[src/rtl/segregated_pool_allocator_assert.svh]
// assertion macros shared by the allocator modules
`ifndef SEGREGATED_POOL_ALLOCATOR_ASSERT_SVH
`define SEGREGATED_POOL_ALLOCATOR_ASSERT_SVH
`ifndef NO_ASSERTIONS
// same-cycle implication
`define SPA_ASSERT_IMPL(lbl, ante, cons) \
	lbl: assert property (@(posedge clk) disable iff (!arst_n) (ante) |-> (cons)) \
		else $error("allocator assertion failed");
// next-cycle implication
`define SPA_ASSERT_NEXT(lbl, ante, cons) \
	lbl: assert property (@(posedge clk) disable iff (!arst_n) (ante) |=> (cons)) \
		else $error("allocator assertion failed");
`else
`define SPA_ASSERT_IMPL(lbl, ante, cons)
`define SPA_ASSERT_NEXT(lbl, ante, cons)
`endif
`endif

[src/rtl/spa_pkg.sv]
// shared types, constants and class function of the pool allocator
package spa_pkg;

	localparam int POOL_CHUNKS     = 64;
	localparam int CHUNK_W         = (POOL_CHUNKS > 1) ? $clog2(POOL_CHUNKS) : 1;
	localparam int CU_W            = $clog2(POOL_CHUNKS + 1);
	localparam int SLOT_OFF_W      = 7;
	localparam int SLOT_W          = CHUNK_W + SLOT_OFF_W;
	localparam int NUM_SLOTS       = POOL_CHUNKS << SLOT_OFF_W;
	localparam int NUM_CLASSES     = 8;
	localparam int CLS_W           = 3;
	localparam int ADDR_W          = 18;
	localparam int SIZE_W          = 16;
	localparam int SLOT_SHIFT      = 5;
	localparam int HDR_BYTES       = 8;
	localparam int MAX_SMALL       = 4088;
	localparam logic [CLS_W-1:0] LAST_CLASS = CLS_W'(NUM_CLASSES - 1);

	localparam logic KIND_ALLOC = 1'b0;
	localparam logic KIND_FREE  = 1'b1;

	localparam logic [1:0] STAT_OK        = 2'd0;
	localparam logic [1:0] STAT_ZERO      = 2'd1;
	localparam logic [1:0] STAT_TOO_BIG   = 2'd2;
	localparam logic [1:0] STAT_EXHAUSTED = 2'd3;

	typedef struct packed {
		logic [CLS_W-1:0]  cls;
		logic              has_next;
		logic [SLOT_W-1:0] next;
	} hdr_t;

	typedef struct packed {
		logic accept;
		logic commit;
		logic carve_step;
	} ctl_cmd_t;

	typedef struct packed {
		logic need_carve;
		logic carve_last;
		logic out_free;
	} dp_stat_t;

	// smallest class whose block holds need bytes, clamped to the largest
	function automatic logic [CLS_W-1:0] size_class(input logic [SIZE_W:0] need);
		logic [CLS_W-1:0] c;
		c = LAST_CLASS;
		for (int k = NUM_CLASSES - 2; k >= 0; k--) begin
			if (need <= (SIZE_W + 1)'(32'd1 << (k + SLOT_SHIFT)))
				c = CLS_W'(k);
		end
		return c;
	endfunction

endpackage

[src/rtl/spa_ctrl.sv]
// allocator controller: accept, header lookup, chunk carving, result commit
`include "segregated_pool_allocator_assert.svh"
module spa_ctrl (
	input  logic              clk,
	input  logic              arst_n,
	input  logic              req_valid,
	output logic              req_stall,
	input  spa_pkg::dp_stat_t st,
	output spa_pkg::ctl_cmd_t cmd
);

	localparam logic [1:0] ST_IDLE  = 2'd0;
	localparam logic [1:0] ST_EXEC  = 2'd1;
	localparam logic [1:0] ST_CARVE = 2'd2;
	localparam logic [1:0] ST_FIN   = 2'd3;

	logic [1:0] state_q;
	logic [1:0] state_d;

	always_comb begin
		cmd     = '0;
		state_d = state_q;
		case (state_q)
			ST_IDLE: begin
				if (req_valid) begin
					cmd.accept = 1'b1;
					state_d    = ST_EXEC;
				end
			end
			ST_EXEC: begin
				if (st.need_carve) begin
					state_d = ST_CARVE;
				end else if (st.out_free) begin
					cmd.commit = 1'b1;
					state_d    = ST_IDLE;
				end
			end
			ST_CARVE: begin
				cmd.carve_step = 1'b1;
				if (st.carve_last)
					state_d = ST_FIN;
			end
			ST_FIN: begin
				if (st.out_free) begin
					cmd.commit = 1'b1;
					state_d    = ST_IDLE;
				end
			end
			default: begin
				state_d = ST_IDLE;
			end
		endcase
	end

	always_ff @(posedge clk or negedge arst_n) begin
		if (!arst_n)
			state_q <= ST_IDLE;
		else
			state_q <= state_d;
	end

	assign req_stall = (state_q != ST_IDLE);

	`SPA_ASSERT_NEXT(a_accept_exec, req_valid && !req_stall, state_q == ST_EXEC)
	`SPA_ASSERT_IMPL(a_cmd_onehot, 1'b1, $onehot0({cmd.accept, cmd.commit, cmd.carve_step}))

endmodule

[config.mk]
export PLATFORM = sky130hd
export DESIGN_NAME = spa_ctrl
export DESIGN_NICKNAME = d
export VERILOG_FILES = /design/src/rtl/spa_pkg.sv /design/src/rtl/spa_ctrl.sv
export VERILOG_INCLUDE_DIRS = /design/src /design/src/rtl
export SDC_FILE = /design/constraint.sdc
export NUM_CORES = 1
export LEC_CHECK = 0
export BUFFER_PORTS_ARGS = -buffer_cell sky130_fd_sc_hd__buf_2
export CORE_AREA = 2 2 39 41
export CTS_BUF_LIST = sky130_fd_sc_hd__clkbuf_2
export CTS_CLUSTER_SIZE = 8
export DETAILED_ROUTE_END_ITERATION = 10
export DIE_AREA = 0 0 41 43
export HOLD_SLACK_MARGIN = 0.1
export PLACE_DENSITY_LB_ADDON = 0.25
export SLEW_MARGIN = 40
export SYNTH_ARGS = -nofsm -noshare
export SYNTH_HDL_FRONTEND = slang
export SYNTH_SLANG_ARGS = --single-unit
[constraint.sdc]
create_clock -name clk -period 2.5 [get_ports clk]
set_input_delay 0.5 -clock clk [delete_from_list [all_inputs] [get_ports clk]]
set_output_delay 0.5 -clock clk [all_outputs]
set_load 0.05 [all_outputs]
-- Word level (Yosys, flattened, before mapping)
Cells that the tools add are included.
- reductions and logical operators: 3
- multiplexer cells: 11
- equal/unequal tests: 5
- operators by type and width (kind ; count):
    2-bit two-way mux ; 4
    2-bit one-hot mux with 4 select lines ; 1
    1-bit two-way mux ; 5
    2-bit == test (second input constant) ; 2
    2-bit != test (second input constant) ; 2
    2-bit by 1-bit == test with 1-bit output (second input constant) ; 1
    2-bit zero test ; 1
    1-bit one-hot mux with 2 select lines ; 1
    2-bit AND reduction ; 1
    2-bit nonzero test ; 1
- output and inout bits: 4
- flip-flop bits (word level): 2
- input port bits: 6
- logic and storage cells: 20

-- Depth between registers and ports, before layout
Gate-level depths: netlist (run 1).
- depth after elaboration: 3
- gate-level depth with buffers: 3

-- Worst setup path before layout (run 1)
OpenSTA, ideal clock, no wires.
- kind: register -> output
- start point: reg state_q[1]
- end point: out cmd[2] (netlist bit)
- buffers on the path: 0
- stages on the path, launching flop included: 3
- data required time: 2.000 ns
- slack: 0.454 ns
- arrival: 1.546 ns
- cell sequence: dfrtp_1 > or2_1 > nor2_1
- RTL lines (element ; RTL line ; RTL):
    from (decl) ; spa_ctrl.sv:17 ; logic [1:0] state_q;
    from (signal assigned) ; spa_ctrl.sv:59 ; state_q <= state_d;
    to (decl) ; spa_ctrl.sv:9 ; output spa_pkg::ctl_cmd_t cmd

==> reports/metrics.cfg, run 1 <==
[sta]
fin_tns_setup_ps = 0
slew_violations = 0
relSlewSlack_pct = 83.3
fin_crit_ps = 1710
timing.fmax_mhz = 584
skew_ps = 5.16
final_hold_viol_count = 0
setup_viol = 0
period_share_pct = 68.5
worst_pin_slew_ps = 253
grt_setup_unrepaired = no

[cells_and_area]
largest_reg_flops = 2
fin_nets = 36
largest-register = state_q
area_growth_pct = 81.8
finalNonFillerCells = 44
final_util_pct = 14.5
nFillCells = 161
antenna_cells = 0
layout_commonest_cell = buf_2
reg_top3 = state_q x2
most-common-layout-cells = buf_2 (9), nand2_1 (3), clkbuf_2 (3)
drive_gt1_share_pct = 46.4

[critical_path]
cp_max_fo = 6
worstPathRequired_ps = 2000
cp-end-kind = output pin
critPathKind = flop to output pin
critPathLaunchType = flop
arrival_ps = 1210

[clock_tree]
cts_setup_buffers = 0
cts_buffers = 3
clkLatencyLatePin_ps = 200
cts_buffer_depth = 2
root_buffer = clkbuf_2
htreeDepth = 1
clk_pin_slew_ps = 30
cts_tree = yes
clock-sinks = 2

[floorplan]
num_rows = 14
pin_count = 10
die-height_um = 43
die_area_mm2 = 0.00176
initial_core_util_pct = 7.96
die_x_um = 41
placeableCoreArea_mm2 = 0.00138

[synth]
syn_area_um2 = 110
synth.largest_area_cell = dfrtp_1
synth_top_cell_area_share_pct = 45.5
ys_types = 9
synth_seq_cells = 2
avgSynthCellArea_um2 = 7.34
synthTopCellsByArea = dfrtp_1 (45%), nand2_1 (10%), a21oi_1 (9.1%), o21ai_0 (9.1%), nor2_1 (6.8%)
yosysWarnings = 0
synth_cells = 15
syn_nets = 21
yosysSeqAreaShare_pct = 45.5

[global_route]
grt_pass1_vias = 129
antenna_found_initial = 0
gr-total-overflow = 0
grt_pass1_wl_um = 558
grt_max_degree = 7
track_usage_pct = 5.62

[routing]
wl_per_cell_um = 8.30
routed_wl_um = 365
drc = 0
drt_iter0_drc = 4
num_vias = 145
ant_nets = 0
drt_first_pass_iters = 2
vias_per_cell = 3.30

[outcome]
status = complete, no violations

[hold_path]
hold_class = flop to flop

[power_and_ir_drop]
p_per_area_mw_per_mm2 = 1490
vdd_ir_drop_max_uv = 585
leakage_nw = 0.108

[place]
place.gp.congestion = 0.685
place.detailed.instances = 40
port_buffers = 9

[run]
maxCapViolations = 0

## worst max-delay path: stages (launching register included)
cell and delay (ps):
dfrtp_1 420, or2_1 250, nor2_1 80, buf_2 260
## report_power, final
| part | total (mW) | switching [mW] | internal [mW] |
|---|---|---|---|
| logic | 0.177 | 0.134 | 0.0423 |
| clock network | 0.0523 | 0.0203 | 0.0320 |
| registers | 0.0703 | 0.0209 | 0.0494 |
## routing by layer
layer  track usage (%)  wire (um)  share of wire [%]  up-vias
met1              8.04        212                 58       55
li1                  -          -                  -       78
met4              4.00          0                  0        0
met2              4.06         92                 25       12
met3              6.28         60                 16        0
met5                 0          0                  0        -
## cell type report
class / instances / area (um^2) / share of cell area, %
sequential: 2 / 50.0 / 25.0
inverter: 2 / 7.51 / 3.75
timing repair buffer: 10 / 55.1 / 27.5
multi-input combinational: 11 / 52.6 / 26.3
clock buffer: 3 / 15.0 / 7.50
tap: 16 / 20.0 / 10.0
## synthesized netlist by cell type (all sizes together)
cell   instances
o31ai          1
inv            2
nor2           2
or2            1
o21ai          2
dfrtp          2
nand2          3
a21oi          2
## stage by stage
stage               cell area, um^2  hold WS [ps]  power (mW)  setup WS, ps
floorplan                       110           204       0.204           454
global placement                175           289       0.249           943
detailed placement              175           289       0.247           952
CTS                             200           527       0.303           775
global route                    200           571       0.324           704
finish                          200           530       0.299           788
## final timing paths
| check | from | to | slack, ps | cells past startpoint |
|---|---|---|---|---|
| max in group asynchronous | arst_n | state_q[1] | 1780 | 2 |
| max | state_q[0] | cmd[2] | 790 | 3 |
| max reg2reg | state_q[1] | state_q[0] | 1640 | 3 |
| min | state_q[1] | state_q[1] | 530 | 1 |
| min in group asynchronous | arst_n | state_q[0] | 610 | 2 |
| min reg2reg | state_q[1] | state_q[1] | 530 | 1 |
## cell families (layout without fill, tap and decap cells)
logic type,count (synthesis),in the layout,share of synthesized area [%]
AND/OR/NAND/NOR,6,6,22.7
flip-flops,2,2,45.5
buffers and inverters,2,15,6.81
AO/OA/AOI/OAI,5,5,25.0
## what timing repair did
item                                   CTS  global route
resized for setup                        0             0
endpoints found under the hold margin    2             0
hold buffers                             1             0
Power figures use the tool's default switching activity.
==> run 2, diff against run 1 <==
Settings changed: ABC_AREA set to 1.
Clock period 2.5 ns to 1.4 ns, I/O delays scaled along.
==> run 2 against run 1 <==
Net effect:
- wire length is 3.0% lower
- utilization is 3.1 points higher
- clock skew hardly changed
- count of clock-buffer cells in the layout stayed put
==> reports/metrics.cfg, run 2 <==
[power_and_ir_drop]
combinationalPowerShare_pct = 63.2
p_int_uw = 264
p_per_area_mw_per_mm2 = 2480
vdd_ir_drop_max_uv = 350
switchingPower_uw = 339
swShare_pct = 56.3
finalPower_uw = 603
p_seq_share_pct = 21.6
leakage_nw = 0.142
clkPwrFrac_pct = 15.2

[global_route]
grt_pass1_wl_um = 593
gr-total-overflow = 0
grt_max_degree = 6
antenna_found_initial = 0
track_usage_pct = 5.92
grt_pass1_vias = 154

[routing]
wl_per_cell_um = 7.08
num_vias = 175
drt_iter0_drc = 5
ant_nets = 0
drc = 0
vias_per_cell = 3.50
drt_first_pass_iters = 2
routed_wl_um = 354

[synth]
synth_edf_count = 0
yosysMostFrequentCell = nand2_1
netlist_top_cells_count = nand2_1 (6), inv_1 (5), nor2_1 (4)
synth.largest_area_cell = dfrtp_1
syn_nets = 26
synth_seq_cells = 2
yosysSeqAreaShare_pct = 39.6
avgSynthCellArea_um2 = 6.32
synthFlopType = dfrtp_1
synthTopCellsByArea = dfrtp_1 (40%), nand2_1 (18%), inv_1 (15%), nor2_1 (12%), nand3_2 (7.9%)
ys_types = 7
synthArstFlopShare_pct = 100
yosysWarnings = 0
synth_top_cell_area_share_pct = 39.6
syn_area_um2 = 126
synth_cells = 20

[critical_path]
critPathLaunchType = flop
critPathSlowestCell = dfrtp_2
critPathKind = flop to output pin
critical_path.max_stage_delay_ps = 430
path_cells = nor2_2 -> inv_1 -> nor2_2 -> buf_6
cp-startpoint = state_q[0]
arrival_ps = 1060
reg2reg_from = state_q[1]
crit_top_cell = nor2_2
cp_max_fo = 5
cp-end-kind = output pin
worstPathRequired_ps = 1120

[clock_tree]
clk_pin_slew_ps = 30
cts_tree = yes
cts_buffer_depth = 2
clock-sinks = 2
clkLatencyLatePin_ps = 190
cts_buffers = 3
root_buffer = clkbuf_2
htreeDepth = 1

[run]
maxCapViolations = 0

[cells_and_area]
nFillCells = 164
largest_reg_flops = 2
largest-register = state_q
area_growth_pct = 92.1
most-common-layout-cells = buf_2 (7), nand2_1 (6), inv_1 (5), clkbuf_2 (3)
drive_gt1_share_pct = 52.9
multi_input_area_um2 = 66.3
regArea_um2 = 51.3
antenna_cells = 0
reg_top3 = state_q x2
final_util_pct = 17.5
fin_nets = 42
layout_commonest_cell = buf_2

[place]
dp_hpwl_um = 263
port_buffers = 9
place.gp.congestion = 0.565

[sta]
final_hold_viol_count = 0
period_share_pct = 95.4
skew_ps = 4.67
fin_crit_ps = 1340
grt_setup_unrepaired = yes
setup_viol = 0
timing.fmax_mhz = 749
relSlewSlack_pct = 83.6
slew_violations = 0
worst_pin_slew_ps = 248

[hold_path]
hold_class = input pin to flop
hold_start = st[2]

[floorplan]
num_rows = 14
die_x_um = 41
die-height_um = 43
initial_core_util_pct = 9.13
placeableCoreArea_mm2 = 0.00138
die_area_mm2 = 0.00176
pin_count = 10

[outcome]
status = complete, no violations

## run 2: cell count changes after synthesis, moves of 2 or more
cell     previous run  this run
nor2_1              2         4
o21ai_0             2         0
nand2_1             3         6
inv_1               1         5
## run 2: path summary, 6_finish.rpt
check | slack, ps | cells after the start | to
min reg2reg | 550 | 2 | state_q[1]
min | 380 | 3 | state_q[1]
min in group asynchronous | 400 | 2 | state_q[0]
max in group asynchronous | 890 | 2 | state_q[0]
max reg2reg | 580 | 4 | state_q[0]
max | 60 | 4 | cmd[2]
## run 2: cell type report
| class | count | share of cell area (%) |
|---|---|---|
| Multi-Input combinational cell | 13 | 27.3 |
| Tap cell | 16 | 8.25 |
| Sequential cell | 2 | 21.1 |
| Clock buffer | 3 | 6.19 |
| Timing Repair Buffer | 11 | 29.4 |
| Inverter | 5 | 7.73 |
## run 2: per-stage QoR
step	area, um^2	setup WS (ps)	cells	setup TNS [ps]	hold slack (ps)
after floorplan	133	-123	20	-123	-15.6
after global placement	198	168	45	0	70.4
after detailed placement	198	163	45	0	70.3
after CTS	229	2.37	49	0	364
after global routing	243	-10.9	50	-10.9	374
final	243	64.6	50	0	377
## run 2: layer usage
| layer | global-route usage (%) | wire [um] |
|---|---|---|
| met2 | 7.50 | 189 |
| met5 | 0 | 0 |
| met3 | 4.71 | 45 |
| met1 | 4.50 | 119 |
| met4 | 8.00 | 0 |
## run 2: power groups by stage
stage | logic, mW | registers (mW) | clock network [mW]
2_1_floorplan | 0.277 | 0.117 | 0
3_3_place_gp | 0.346 | 0.123 | 0
3_5_place_dp | 0.345 | 0.124 | 0
4_1_cts | 0.360 | 0.123 | 0.101
5_1_grt | 0.414 | 0.138 | 0.108
6_report | 0.381 | 0.130 | 0.0915
## run 2: cells by family after synthesis
kind of cell	share of synthesized area, %
buffers and inverters	14.9
AND/OR/NAND/NOR	41.6
AO/OA/AOI/OAI	3.96
flip-flops	39.6
## run 2: repair_timing
action / in CTS / in global routing
resized for setup: 2 / 3
endpoints found under the setup margin: 1 / 3
hold buffers: 1 / 0
endpoints found under the hold margin: 2 / 0
buffers inserted: 0 / 1
## run 2: critical path: cells and delay by family (launching register included)
kind                   cells  cell delay, ps
flip-flops                 1             430
AND/OR/NAND/NOR            2             200
buffers and inverters      2             230
